### config.mk
export PLATFORM = sky130hd
export DESIGN_NAME = hsl_to_rgb_converter_top
export DESIGN_NICKNAME = d
export VERILOG_FILES = /design/src/hdl/h2r_pkg.sv /design/src/hdl/h2r_front.sv /design/src/hdl/h2r_queue.sv /design/src/hdl/h2r_back.sv /design/src/hdl/hsl_to_rgb_converter_top.sv
export SDC_FILE = /design/constraint.sdc
export NUM_CORES = 2
export LEC_CHECK = 0
export BUFFER_PORTS_ARGS = -buffer_cell sky130_fd_sc_hd__buf_2
export CORE_AREA = 2 2 511 513
export CTS_BUF_LIST = sky130_fd_sc_hd__clkbuf_4
export CTS_CLUSTER_DIAMETER = 120
export DETAILED_ROUTE_END_ITERATION = 6
export DIE_AREA = 0 0 513 515
export GPL_ROUTABILITY_DRIVEN = 1
export SLEW_MARGIN = 20
export SYNTH_ARGS = -nofsm -noshare
export SYNTH_HDL_FRONTEND = slang
export SYNTH_SLANG_ARGS = --single-unit
### constraint.sdc
create_clock -name aclk -period 15.3 [get_ports aclk]
set_clock_uncertainty 0.2 [all_clocks]
set_input_delay 1.53 -clock aclk [delete_from_list [all_inputs] [get_ports aclk]]
set_output_delay 1.53 -clock aclk [all_outputs]
set_load 0.05 [all_outputs]
### src/hdl/h2r_pkg.sv
// Shared constants, types and widths for the HSL to RGB converter.
`default_nettype none

package h2r_pkg;

    // Fixed-point format: unsigned fractions with FRACTION_BITS fractional bits.
    localparam int FRACTION_BITS = 16;
    // A value in 0 .. ONE.
    localparam int FRAC_W = FRACTION_BITS + 1;
    // A value in 0 .. 2*ONE.
    localparam int WIDE_W = FRACTION_BITS + 2;
    // A channel value before byte conversion, with headroom.
    localparam int SUM_W = FRACTION_BITS + 3;
    // Product of a wide difference and a slope.
    localparam int PROD_W = WIDE_W + FRAC_W;

    localparam logic [FRAC_W-1:0] FX_ONE = {1'b1, {FRACTION_BITS{1'b0}}};
    localparam logic [FRAC_W-1:0] FX_THIRD = FRAC_W'((64'd1 << FRACTION_BITS) / 3);
    localparam logic [FRAC_W-1:0] FX_TWO_THIRDS = FRAC_W'((64'd2 << FRACTION_BITS) / 3);

    // Reciprocals for the byte and degree scaling, with 8 and 9 guard bits.
    localparam logic [FRAC_W-1:0] RECIP_255 =
        FRAC_W'((64'd1 << (FRACTION_BITS + 8)) / 255);
    localparam logic [FRAC_W-1:0] RECIP_360 =
        FRAC_W'((64'd1 << (FRACTION_BITS + 9)) / 360);

    localparam logic [8:0] HUE_RANGE = 9'd360;
    localparam logic [7:0] BYTE_MAX = 8'd255;

    // Channel slots in a job.
    localparam int CH_RED = 0;
    localparam int CH_GREEN = 1;
    localparam int CH_BLUE = 2;
    localparam int NUM_CH = 3;

    // Queue between front and back end; the depth also bounds items in flight.
    localparam int QUEUE_DEPTH = 8;
    localparam int QADDR_W = $clog2(QUEUE_DEPTH);
    localparam int QCOUNT_W = $clog2(QUEUE_DEPTH + 1);

    typedef logic [FRAC_W-1:0] frac_t;
    typedef logic [WIDE_W-1:0] wide_t;

    // One classified pixel: each channel is v1 + diff * slope / ONE.
    typedef struct packed {
        logic                     gray;
        logic [7:0]               lightness;
        wide_t                    v1;
        wide_t                    diff;
        logic [NUM_CH-1:0][FRAC_W-1:0] slope;
    } h2r_job_t;

endpackage

`default_nettype wire

### src/hdl/h2r_front.sv
// Front end: scales the inputs to fixed point, forms v1 and v2 and picks each channel's slope.
`default_nettype none

module h2r_front
    import h2r_pkg::*;
(
    input  wire logic        aclk,
    input  wire logic        aresetn,
    input  wire logic        in_valid,
    input  wire logic [8:0]  in_hue_degrees,
    input  wire logic [7:0]  in_saturation,
    input  wire logic [7:0]  in_lightness,
    output logic             job_valid,
    output h2r_job_t         job
);

    // Slope for one shifted hue: rising edge, flat top, falling edge or flat base.
    function automatic frac_t slope_of(input frac_t t);
        logic [FRAC_W+2:0] six_t;
        logic [FRAC_W+1:0] three_t;
        frac_t             gap;
        logic [FRAC_W+1:0] six_gap;
        frac_t             slope;
        six_t   = {2'b00, t, 1'b0} + {1'b0, t, 2'b00};
        three_t = {1'b0, t, 1'b0} + {2'b00, t};
        gap     = FX_TWO_THIRDS - t;
        six_gap = {1'b0, gap, 1'b0} + {gap, 2'b00};
        if (six_t < {3'b000, FX_ONE}) begin
            slope = six_t[FRAC_W-1:0];
        end else if ({t, 1'b0} < {1'b0, FX_ONE}) begin
            slope = FX_ONE;
        end else if (three_t < {1'b0, FX_ONE, 1'b0}) begin
            slope = six_gap[FRAC_W-1:0];
        end else begin
            slope = '0;
        end
        return slope;
    endfunction

    // Stage 1: hue wrap and reciprocal multiplies.
    logic [8:0]            hue_wrap;
    logic [FRAC_W+7:0]     sat_prod;
    logic [FRAC_W+7:0]     lit_prod;
    logic [FRAC_W+8:0]     hue_prod;
    logic                  s1_valid_reg;
    logic                  s1_gray_reg;
    logic [7:0]            s1_sat_reg;
    logic [7:0]            s1_lit_reg;
    logic [8:0]            s1_hue_reg;
    frac_t                 s1_sq_reg;
    frac_t                 s1_lq_reg;
    frac_t                 s1_hq_reg;

    assign hue_wrap = (in_hue_degrees >= HUE_RANGE) ? in_hue_degrees - HUE_RANGE
                                                    : in_hue_degrees;
    assign sat_prod = (FRAC_W+8)'(in_saturation) * (FRAC_W+8)'(RECIP_255);
    assign lit_prod = (FRAC_W+8)'(in_lightness) * (FRAC_W+8)'(RECIP_255);
    assign hue_prod = (FRAC_W+9)'(hue_wrap) * (FRAC_W+9)'(RECIP_360);

    always_ff @(posedge aclk) begin
        if (!aresetn) begin
            s1_valid_reg <= 1'b0;
        end else begin
            s1_valid_reg <= in_valid;
        end
        s1_gray_reg <= (in_saturation == 8'd0);
        s1_sat_reg  <= in_saturation;
        s1_lit_reg  <= in_lightness;
        s1_hue_reg  <= hue_wrap;
        s1_sq_reg   <= sat_prod[FRAC_W+7:8];
        s1_lq_reg   <= lit_prod[FRAC_W+7:8];
        s1_hq_reg   <= hue_prod[FRAC_W+8:9];
    end

    // Stage 2: remainder check lifts each quotient by one where it fell short.
    logic [FRACTION_BITS+8:0] rem_s;
    logic [FRACTION_BITS+8:0] rem_l;
    logic [FRACTION_BITS+9:0] rem_h;
    frac_t                    s_next;
    frac_t                    l_next;
    frac_t                    h_next;
    logic                     s2_valid_reg;
    logic                     s2_gray_reg;
    logic [7:0]               s2_lit_reg;
    frac_t                    s2_s_reg;
    frac_t                    s2_l_reg;
    frac_t                    s2_h_reg;

    assign rem_s = {1'b0, s1_sat_reg, {FRACTION_BITS{1'b0}}}
                 - ((FRACTION_BITS+9)'(s1_sq_reg) * (FRACTION_BITS+9)'(255));
    assign rem_l = {1'b0, s1_lit_reg, {FRACTION_BITS{1'b0}}}
                 - ((FRACTION_BITS+9)'(s1_lq_reg) * (FRACTION_BITS+9)'(255));
    assign rem_h = {1'b0, s1_hue_reg, {FRACTION_BITS{1'b0}}}
                 - ((FRACTION_BITS+10)'(s1_hq_reg) * (FRACTION_BITS+10)'(HUE_RANGE));
    assign s_next = (rem_s >= (FRACTION_BITS+9)'(BYTE_MAX)) ? s1_sq_reg + 1'b1 : s1_sq_reg;
    assign l_next = (rem_l >= (FRACTION_BITS+9)'(BYTE_MAX)) ? s1_lq_reg + 1'b1 : s1_lq_reg;
    assign h_next = (rem_h >= (FRACTION_BITS+10)'(HUE_RANGE)) ? s1_hq_reg + 1'b1
                                                             : s1_hq_reg;

    always_ff @(posedge aclk) begin
        if (!aresetn) begin
            s2_valid_reg <= 1'b0;
        end else begin
            s2_valid_reg <= s1_valid_reg;
        end
        s2_gray_reg <= s1_gray_reg;
        s2_lit_reg  <= s1_lit_reg;
        s2_s_reg    <= s_next;
        s2_l_reg    <= l_next;
        s2_h_reg    <= h_next;
    end

    // Stage 3: product l*s and the two shifted hues.
    logic [2*FRAC_W-1:0] ls_prod;
    logic [FRAC_W:0]     tr_sum;
    frac_t               tr_next;
    frac_t               tb_next;
    logic                s3_valid_reg;
    logic                s3_gray_reg;
    logic [7:0]          s3_lit_reg;
    frac_t               s3_s_reg;
    frac_t               s3_l_reg;
    frac_t               s3_p_reg;
    logic                s3_low_reg;
    frac_t               s3_tr_reg;
    frac_t               s3_tg_reg;
    frac_t               s3_tb_reg;

    assign ls_prod = (2*FRAC_W)'(s2_l_reg) * (2*FRAC_W)'(s2_s_reg);
    assign tr_sum  = {1'b0, s2_h_reg} + {1'b0, FX_THIRD};
    assign tr_next = (tr_sum >= {1'b0, FX_ONE}) ? FRAC_W'(tr_sum - {1'b0, FX_ONE})
                                                : tr_sum[FRAC_W-1:0];
    assign tb_next = (s2_h_reg >= FX_THIRD) ? s2_h_reg - FX_THIRD
                                            : s2_h_reg + FX_ONE - FX_THIRD;

    always_ff @(posedge aclk) begin
        if (!aresetn) begin
            s3_valid_reg <= 1'b0;
        end else begin
            s3_valid_reg <= s2_valid_reg;
        end
        s3_gray_reg <= s2_gray_reg;
        s3_lit_reg  <= s2_lit_reg;
        s3_s_reg    <= s2_s_reg;
        s3_l_reg    <= s2_l_reg;
        s3_p_reg    <= ls_prod[FRACTION_BITS +: FRAC_W];
        s3_low_reg  <= ({s2_l_reg, 1'b0} < {1'b0, FX_ONE});
        s3_tr_reg   <= tr_next;
        s3_tg_reg   <= s2_h_reg;
        s3_tb_reg   <= tb_next;
    end

    // Stage 4: v2 and the per-channel slopes.
    wide_t                         v2_next;
    logic                          s4_valid_reg;
    logic                          s4_gray_reg;
    logic [7:0]                    s4_lit_reg;
    frac_t                         s4_l_reg;
    wide_t                         s4_v2_reg;
    logic [NUM_CH-1:0][FRAC_W-1:0] s4_slope_reg;

    assign v2_next = s3_low_reg
        ? WIDE_W'(s3_l_reg) + WIDE_W'(s3_p_reg)
        : WIDE_W'(s3_l_reg) + WIDE_W'(s3_s_reg) - WIDE_W'(s3_p_reg);

    always_ff @(posedge aclk) begin
        if (!aresetn) begin
            s4_valid_reg <= 1'b0;
        end else begin
            s4_valid_reg <= s3_valid_reg;
        end
        s4_gray_reg            <= s3_gray_reg;
        s4_lit_reg             <= s3_lit_reg;
        s4_l_reg               <= s3_l_reg;
        s4_v2_reg              <= v2_next;
        s4_slope_reg[CH_RED]   <= slope_of(s3_tr_reg);
        s4_slope_reg[CH_GREEN] <= slope_of(s3_tg_reg);
        s4_slope_reg[CH_BLUE]  <= slope_of(s3_tb_reg);
    end

    // v1 = 2l - v2, both kept ordered; the job leaves toward the queue.
    wide_t two_l;
    wide_t v1;
    wide_t v2_ord;

    assign two_l  = {s4_l_reg, 1'b0};
    assign v1     = (s4_v2_reg > two_l) ? '0 : two_l - s4_v2_reg;
    assign v2_ord = (s4_v2_reg < v1) ? v1 : s4_v2_reg;

    assign job_valid     = s4_valid_reg;
    assign job.gray      = s4_gray_reg;
    assign job.lightness = s4_lit_reg;
    assign job.v1        = v1;
    assign job.diff      = v2_ord - v1;
    assign job.slope     = s4_slope_reg;

endmodule

`default_nettype wire

### src/hdl/h2r_queue.sv
// Small first-in first-out queue of classified pixels between front and back end.
`default_nettype none

module h2r_queue
    import h2r_pkg::*;
(
    input  wire logic     aclk,
    input  wire logic     aresetn,
    input  wire logic     wr_valid,
    input  wire h2r_job_t wr_job,
    output logic          rd_valid,
    input  wire logic     rd_ready,
    output h2r_job_t      rd_job
);

    h2r_job_t              entry_reg [QUEUE_DEPTH];
    logic [QADDR_W-1:0]    wr_ptr_reg;
    logic [QADDR_W-1:0]    rd_ptr_reg;
    logic [QCOUNT_W-1:0]   count_reg;
    logic [QADDR_W-1:0]    wr_ptr_next;
    logic [QADDR_W-1:0]    rd_ptr_next;
    logic                  pop;

    // The input credit counter keeps writes from ever exceeding the depth.
    assign rd_valid = (count_reg != '0);
    assign rd_job   = entry_reg[rd_ptr_reg];
    assign pop      = rd_valid && rd_ready;

    assign wr_ptr_next = (wr_ptr_reg == QADDR_W'(QUEUE_DEPTH - 1)) ? '0 : wr_ptr_reg + 1'b1;
    assign rd_ptr_next = (rd_ptr_reg == QADDR_W'(QUEUE_DEPTH - 1)) ? '0 : rd_ptr_reg + 1'b1;

    // Pointer and fill count update.
    always_ff @(posedge aclk) begin
        if (!aresetn) begin
            wr_ptr_reg <= '0;
            rd_ptr_reg <= '0;
            count_reg  <= '0;
        end else begin
            if (wr_valid) begin
                wr_ptr_reg <= wr_ptr_next;
            end
            if (pop) begin
                rd_ptr_reg <= rd_ptr_next;
            end
            count_reg <= count_reg + QCOUNT_W'(wr_valid) - QCOUNT_W'(pop);
        end
    end

    // Storage write.
    always_ff @(posedge aclk) begin
        if (wr_valid) begin
            entry_reg[wr_ptr_reg] <= wr_job;
        end
    end

endmodule

`default_nettype wire

### src/hdl/h2r_back.sv
// Back end: evaluates the three channels, converts them to bytes and holds the result.
`default_nettype none

module h2r_back
    import h2r_pkg::*;
(
    input  wire logic     aclk,
    input  wire logic     aresetn,
    input  wire logic     job_valid,
    output logic          job_ready,
    input  wire h2r_job_t job,
    output logic          m_valid,
    input  wire logic     m_ready,
    output logic [7:0]    m_red,
    output logic [7:0]    m_green,
    output logic [7:0]    m_blue
);

    // Each stage moves on when it is empty or the next one takes its transfer.
    logic b1_valid_reg;
    logic b2_valid_reg;
    logic m_valid_reg;
    logic out_ready;
    logic b2_ready;
    logic b1_ready;

    assign out_ready = !m_valid_reg || m_ready;
    assign b2_ready  = !b2_valid_reg || out_ready;
    assign b1_ready  = !b1_valid_reg || b2_ready;
    assign job_ready = b1_ready;
    assign m_valid   = m_valid_reg;

    // Stage 1: diff times slope for each channel.
    logic [NUM_CH-1:0][PROD_W-1:0] b1_prod_reg;
    wide_t                         b1_v1_reg;
    logic                          b1_gray_reg;
    logic [7:0]                    b1_lit_reg;

    always_ff @(posedge aclk) begin
        if (!aresetn) begin
            b1_valid_reg <= 1'b0;
        end else if (b1_ready) begin
            b1_valid_reg <= job_valid;
        end
        if (b1_ready) begin
            for (int c = 0; c < NUM_CH; c++) begin
                b1_prod_reg[c] <= PROD_W'(job.diff) * PROD_W'(job.slope[c]);
            end
            b1_v1_reg   <= job.v1;
            b1_gray_reg <= job.gray;
            b1_lit_reg  <= job.lightness;
        end
    end

    // Stage 2: channel value v1 + product / ONE.
    logic [NUM_CH-1:0][SUM_W-1:0] b2_chan_reg;
    logic                         b2_gray_reg;
    logic [7:0]                   b2_lit_reg;

    always_ff @(posedge aclk) begin
        if (!aresetn) begin
            b2_valid_reg <= 1'b0;
        end else if (b2_ready) begin
            b2_valid_reg <= b1_valid_reg;
        end
        if (b2_ready) begin
            for (int c = 0; c < NUM_CH; c++) begin
                b2_chan_reg[c] <= SUM_W'(b1_v1_reg)
                                + b1_prod_reg[c][FRACTION_BITS +: SUM_W];
            end
            b2_gray_reg <= b1_gray_reg;
            b2_lit_reg  <= b1_lit_reg;
        end
    end

    // Stage 3: scale by 255, truncate and saturate into the output register; a gray pixel takes its lightness byte.
    logic [NUM_CH-1:0][SUM_W+7:0] scaled;
    logic [NUM_CH-1:0][7:0]       byte_next;

    always_comb begin
        for (int c = 0; c < NUM_CH; c++) begin
            scaled[c] = {b2_chan_reg[c], 8'd0} - (SUM_W+8)'(b2_chan_reg[c]);
            if (scaled[c][SUM_W+7:FRACTION_BITS] > (SUM_W+8-FRACTION_BITS)'(BYTE_MAX)) begin
                byte_next[c] = BYTE_MAX;
            end else begin
                byte_next[c] = scaled[c][FRACTION_BITS +: 8];
            end
        end
    end

    always_ff @(posedge aclk) begin
        if (!aresetn) begin
            m_valid_reg <= 1'b0;
        end else if (out_ready) begin
            m_valid_reg <= b2_valid_reg;
        end
        if (out_ready) begin
            m_red   <= b2_gray_reg ? b2_lit_reg : byte_next[CH_RED];
            m_green <= b2_gray_reg ? b2_lit_reg : byte_next[CH_GREEN];
            m_blue  <= b2_gray_reg ? b2_lit_reg : byte_next[CH_BLUE];
        end
    end

endmodule

`default_nettype wire

### src/hdl/hsl_to_rgb_converter_top.sv
// Top level of the HSL to RGB converter: front end, queue, back end and input credit.
//
// Usage: one pixel per transfer on the s_ channel (hue in degrees 0..359, values up to
// 511 wrap modulo 360; saturation and lightness as fractions of 255). One result per
// pixel leaves on the m_ channel as red, green and blue bytes, in input order.
// Both channels use valid/ready; a transfer happens when both are high.
// Path: an input transfer reaches m_valid, when nothing is stalled, through four
// front-end stages, the queue write, two back-end stages and the output register.
// Throughput: one pixel per clock, sustained, as long as m_ready stays high.
// The front end never stalls. An occupancy counter admits a pixel only while fewer than
// QUEUE_DEPTH (8) pixels sit in the front end and the queue together, so s_ready drops
// once a held back end lets them fill up, and rises again as it drains.
// When the receiver stalls, the output register holds its result and the back-end
// stages fill behind it; the next result follows in the cycle after m_ready returns.
// Reset (aresetn low, synchronous) empties all stages and the queue; m_valid is low and
// s_ready high in the first cycle after reset.
`default_nettype none

module hsl_to_rgb_converter_top
    import h2r_pkg::*;
(
    input  wire logic        aclk,
    input  wire logic        aresetn,
    input  wire logic        s_valid,
    output logic             s_ready,
    input  wire logic [8:0]  s_hue_degrees,
    input  wire logic [7:0]  s_saturation,
    input  wire logic [7:0]  s_lightness,
    output logic             m_valid,
    input  wire logic        m_ready,
    output logic [7:0]       m_red,
    output logic [7:0]       m_green,
    output logic [7:0]       m_blue
);

    logic                in_xfer;
    logic                job_valid;
    h2r_job_t            job;
    logic                q_valid;
    logic                q_ready;
    h2r_job_t            q_job;
    logic [QCOUNT_W-1:0] occ_reg;
    logic [QCOUNT_W-1:0] occ_next;
    logic                pop;

    // Credit for pixels in the front end plus the queue.
    assign in_xfer  = s_valid && s_ready;
    assign pop      = q_valid && q_ready;
    assign s_ready  = (occ_reg < QCOUNT_W'(QUEUE_DEPTH));
    assign occ_next = occ_reg + QCOUNT_W'(in_xfer) - QCOUNT_W'(pop);

    always_ff @(posedge aclk) begin
        if (!aresetn) begin
            occ_reg <= '0;
        end else begin
            occ_reg <= occ_next;
        end
    end

    h2r_front u_front (
        .aclk           (aclk),
        .aresetn        (aresetn),
        .in_valid       (in_xfer),
        .in_hue_degrees (s_hue_degrees),
        .in_saturation  (s_saturation),
        .in_lightness   (s_lightness),
        .job_valid      (job_valid),
        .job            (job)
    );

    h2r_queue u_queue (
        .aclk     (aclk),
        .aresetn  (aresetn),
        .wr_valid (job_valid),
        .wr_job   (job),
        .rd_valid (q_valid),
        .rd_ready (q_ready),
        .rd_job   (q_job)
    );

    h2r_back u_back (
        .aclk      (aclk),
        .aresetn   (aresetn),
        .job_valid (q_valid),
        .job_ready (q_ready),
        .job       (q_job),
        .m_valid   (m_valid),
        .m_ready   (m_ready),
        .m_red     (m_red),
        .m_green   (m_green),
        .m_blue    (m_blue)
    );

endmodule

`default_nettype wire

## Yosys cells after proc, flatten, opt, wreduce, memory -nomap -nowiden

Memory sizes are Yosys's and may differ from the RTL's. A register that Yosys moved wholly into a read port is not among the register bits.
Index checks and enable logic that the tools add are counted.

| operators by class | value |
|---|---|
| add/subtract/negate cells | 41 |
| multiply operators | 10 |
| div/mod/pow operators | 0 |
| magnitude comparators | 22 |
| equality and inequality tests | 2 |
| shift operators | 0 |
| muxes and demuxes | 30 |
| bitwise logic cells | 0 |
| reduce and logical (&&, ||, !) cells | 10 |

Operators by type and width:

| cell | number |
|---|---|
| $mux W17 | 14 |
| $mul A18 B17 Y35 | 3 |
| $sub A27 B19 Y27 | 3 |
| $lt A18 B17 Y1 const B | 4 |
| $add A18 B19 Y20 | 3 |
| $lt A20 B17 Y1 const B | 3 |
| $add A18 B17 Y19 | 3 |
| $add A18 B19 Y19 | 3 |
| $lt A19 B18 Y1 const B | 3 |
| $mux W18 | 3 |
| $add A17 B1 Y17 const B | 3 |
| $add A17 B17 Y17 | 3 |
| $ge A25 B8 Y1 const B | 2 |
| $mul A17 B8 Y25 const B | 2 |
| $mul A8 B17 Y25 const B | 2 |
| $sub A24 B25 Y25 | 2 |
| $mux W8 | 6 |
| $sub A16 B16 Y16 const A | 3 |
| $add A17 B17 Y18 | 2 |
| $sub A18 B18 Y18 | 2 |
| $sub A17 B15 Y17 const B | 2 |
| $gt A11 B8 Y1 const B | 3 |
| $mul A17 B17 Y33 | 1 |
| $ge A26 B9 Y1 const B | 1 |
| 26 further kinds | 39 |

| word-level totals | value |
|---|---|
| bits in registers | 587 |
| latch bits | 0 |
| RAM bits | 768 |
| ROM bits | 0 |
| input port bits | 29 |
| output and inout port bits | 26 |
| logic and storage cells | 169 |
| memories kept | 1 |

Memories:

| name | depth | bits a word | read ports | clocked after memory_dff | wr ports | line | source |
|---|---|---|---|---|---|---|---|
| u_queue.entry_reg | 8 | 96 | 1 | 1 | 1 | h2r_queue.sv:16 | `h2r_job_t entry_reg [QUEUE_DEPTH];` |

## Logic depth before layout (Yosys ltp)

| depth | value |
|---|---|
| depth in word-level cells | 7 |
| depth in mapped cells | 39 |
| mapped depth without buffers | 37 |

## Cells and area by module

A second synthesis with hierarchy kept.

| unflattened totals | value |
|---|---|
| cells, all modules | 9592 |
| area, all modules | 106024.2 um^2 |

Modules (own cells, without submodules):

| module | times used | cells an instance | area each (um^2) | seq. area each (um^2) |
|---|---|---|---|---|
| h2r_front | 1 | 4303 | 38140.3 | 6206.0 |
| h2r_back | 1 | 4076 | 38109.0 | 5285.1 |
| h2r_queue | 1 | 1184 | 29512.1 | 23322.4 |
| hsl_to_rgb_converter_top | 1 | 29 | 262.8 | 80.1 |

## Worst setup path before layout

Ideal clock, no wire load.

| timing path | value |
|---|---|
| path type | flip-flop to flip-flop |
| start | reg (tool-made name) |
| end | reg u_back.b1_prod_reg[101] in the netlist's numbering (data pin) |
| library setup time | 0.257 ns |
| arrival | 8.056 ns |
| required time | 14.842 ns |
| path slack | 6.786 ns |
| stages on the path, launching flop included | 30 |
| path buffers | 5 |
| clock period less this slack | 8.514 ns |
| path through | dfxtp_1 buf_6 buf_6 buf_2 buf_1 mux4_2 mux2_2 buf_1 nand2_1 fa_1 inv_1 fa_1 inv_1 fa_1 fa_1 fa_1 inv_1 fa_1 ha_1 a21o_1 a211o_1 a211o_1 o21ba_1 a311o_1 a221oi_4 o21ai_2 a41o_1 o21a_1 nor2_2 xnor2_1 |

RTL lines:

| item | line | source |
|---|---|---|
| to (signal, indexed assignment) | h2r_back.sv:47 | `b1_prod_reg[c] <= PROD_W'(job.diff) * PROD_W'(job.slope[c]);` |
| to (decl) | h2r_back.sv:34 | `logic [NUM_CH-1:0][PROD_W-1:0] b1_prod_reg;` |

==> metrics.md <==
| Metric | Value |
|---|---|
| Most common cell in the netlist | `inv_1` |
| Worst-path clk slew | `roughly 60 ps` |
| Row cnt | `around 190` |
| Fillers | `24300` |
| Gr usage total | `0.194` |
| Setup bufs post-CTS | `0` |
| Post-synthesis mux area share | `0.0571` |
| Max clock buf depth | `4` |
| Max cap viols | `0` |
| Clock period minus worst slack | `9840 ps` |
| Average cell area after synthesis | `11.1 µm²` |
| Hold path depth | `0` |
| Net Count, Synth | `11500` |
| Simple-gate share of the synthesized area | `0.0963` |
| Congestion Overflow GR | `0` |
| Top-area cell type share of the netlist area | `0.268` |
| Clock buffer count from CTS | `about 330` |
| Data arrival, critical path | `10480 ps` |
| Reg2reg setup slack | `roughly 5500 ps` |
| F_max | `0.102 GHz` |
| # nets final | `between 10000 and 15000` |
| Cts-stage hold buffer count | `0` |
| Mapped Area | `0.103 mm²` |
| Vias per inst | `roughly 5.2` |
| Ys Warns | `0` |
| Reg2reg path depth | `27` |
| Layout cells sized above 1 | `0.105` |
| Post_cts resized | `0` |
| Tightest Pin Transition | `approximately 1100 ps` |
| Leading area contributor after synthesis | `edfxtp_1` |
| Input/output buffers | `54` |
| Top cells by count, synth | `inv_1, fa_1, ha_1` |
| H-tree depth | `5` |
| Die Width | `513 µm` |
| Pin count of the biggest net entering global routing | `102` |
| Largest cells by area after synthesis | `edfxtp_1, fa_1, ha_1` |
| Compound-Gate Fraction of Synth Area | `0.0658` |
| Final setup fails | `0` |
| Largest family of logic cells by synthesized area | `adder cells` |
| Io pins | `55` |
| Clock root cell | `clkbuf_4` |
| CP max FO | `80` |
| RR Endpoint | `u_back.b1_prod_reg[34]` |
| Yosys cell types | `103` |
| Drt drc | `0` |
| Final Cycle Share | `0.643` |
| Hold Vio Cnt, Final | `0` |
| WS Path Type | `reg -> reg` |
| Per-cell routed wire length | `a little under 20 µm` |
| Mapped Cells | `~9300` |
| Critical path launch point type | `flop` |
| Worst Setup End Kind | `flop` |
| Area grow syn2layout | `8.45%` |
| Setup TNS | `0 ps` |
| Crit path required time | `15940 ps` |
| Synth Area in Adders | `0.340` |
| HPWL after DPL | `188000 µm` |
| Vias in the first global route | `71200` |
| Seq/Total Area, Yosys | `0.332` |
| Outcome | `finished clean` |
| TritonRoute pass-1 iters | `6` |
| CTS sink cnt | `1248` |
| Post-synthesis async set-or-reset flop share | `0` |
| WL final | `255000 µm` |
| Main flop type after synthesis | `edfxtp_1` |
| Final Max Tran Viols | `0` |
| Synth Area in XOR/XNOR | `0.0367` |
| Die Span Y | `515 µm` |
| Die area | `approximately 0.26 mm²` |
| TritonCTS clock tree | `done` |
| Post-synth EDFFs | `918` |
| Initial antenna violation count | `16` |
| First-pass GRT wire length | `approximately 400000 µm` |
| Hold EP | `u_front.s4_l_reg[1]` |
| Routed via count | `slightly below 70000` |
| Antenna Nets Post-Route | `0` |
| Hold crit path type | `reg -> reg` |
| Yosys reg bits | `1248` |
| Slew margin rel. | `0.227` |
| Max reg flops | `744` |
| Clock Latency Late Sink | `around 1200 ps` |
| HP Start | `u_front.s3_l_reg[1]` |
| RSZ-0062 raised after global routing | `false` |
| Core ar. | `0.259 mm²` |
| Starting Density | `0.398` |
| DRT iter0 DRCs | `approximately 4300` |
| Gpl congestion | `0.898` |
critical path, stage by stage, from the launching register on:
cell and delay, ps:
dfxtp_4 630, buf_12 540, buf_4 880, mux4_2 620, mux2i_1 630, nor2_1 120
fa_1 510, inv_1 50, fa_1 520, inv_1 40, ha_1 160, inv_1 70
fa_1 440, fa_1 510, fa_1 490, inv_1 40, ha_1 290, a21o_1 160
a211o_1 300, nor4_1 180, a31oi_1 200, o311a_1 420, a31oi_1 480, o21a_1 260
o21ai_0 140, a31oi_1 270, o21bai_1 110, xnor2_1 120
kinds of logic after synthesis:
group                      after synthesis
xor gates and xnor gates               428
muxes                                  344
AOI/OAI and AO/OA                     1016
and+or+nand+nor                       2158
buffers and inverters                 1948
adders and majority gates             2142
DFF                                   1248
through the flow:
step / worst slack, ps / cells / util / hold slack [ps] / instance area (µm²)
floorplan: 6790 / 9284 / - / 110 / 103000
global placement: 5460 / 12600 / 0.415 / 110 / 107000
detailed placement: 5290 / 12600 / 0.415 / 112 / 107000
CTS: 5350 / 13100 / 0.431 / 78.0 / 112000
global route: 4780 / 13100 / 0.432 / 107 / 112000
finish: 5460 / 13200 / 0.432 / 112 / 112000
cell usage in the layout, fill, tap and decap left out, drive strengths merged, types with 108 or more instances in the layout:
cell type,instances
a21o,117
fa,1095
buf,144
nand2,861
xor2,108
nor3,119
xnor2,318
a21oi,288
o21ai,160
clkbuf,479
inv,1709
nor2,551
ha,1047
dfxtp,330
and2,218
edfxtp,918
mux4,183
worst max path at each step:
| stage | startpoint | end | cells after the start |
|---|---|---|---|
| floorplan | flop | u_back.b1_prod_reg[101] | 29 |
| global placement | flop | u_back.b1_prod_reg[34] | 27 |
| detailed placement | flop | u_back.b1_prod_reg[34] | 27 |
| CTS | flop | u_back.b1_prod_reg[34] | 27 |
| global route | flop | u_back.b1_prod_reg[69] | 28 |
| finish | flop | u_back.b1_prod_reg[34] | 27 |
cell type report:
type,instances,area (µm²),area share
clock inverter,80,662,0.00593
multi-input combinational,6088,61500,0.551
clock buffer,479,3600,0.0322
tap,3402,4260,0.0381
antenna,5,12.5,0.000112
timing repair buffer,144,983,0.00881
sequential,1248,34200,0.306
inverter,1705,6400,0.0574
routing by layer:
layer,wire [µm],global-route usage,vias up
li1,-,-,31300
met1,113000,0.260,34200
met2,119000,0.318,1885
met3,15500,0.0327,478
met4,8230,0.0657,4
met5,27,0,-
Power is not shown: default switching activity piles up to over one toggle a cycle in this logic, so the estimate is an artifact.
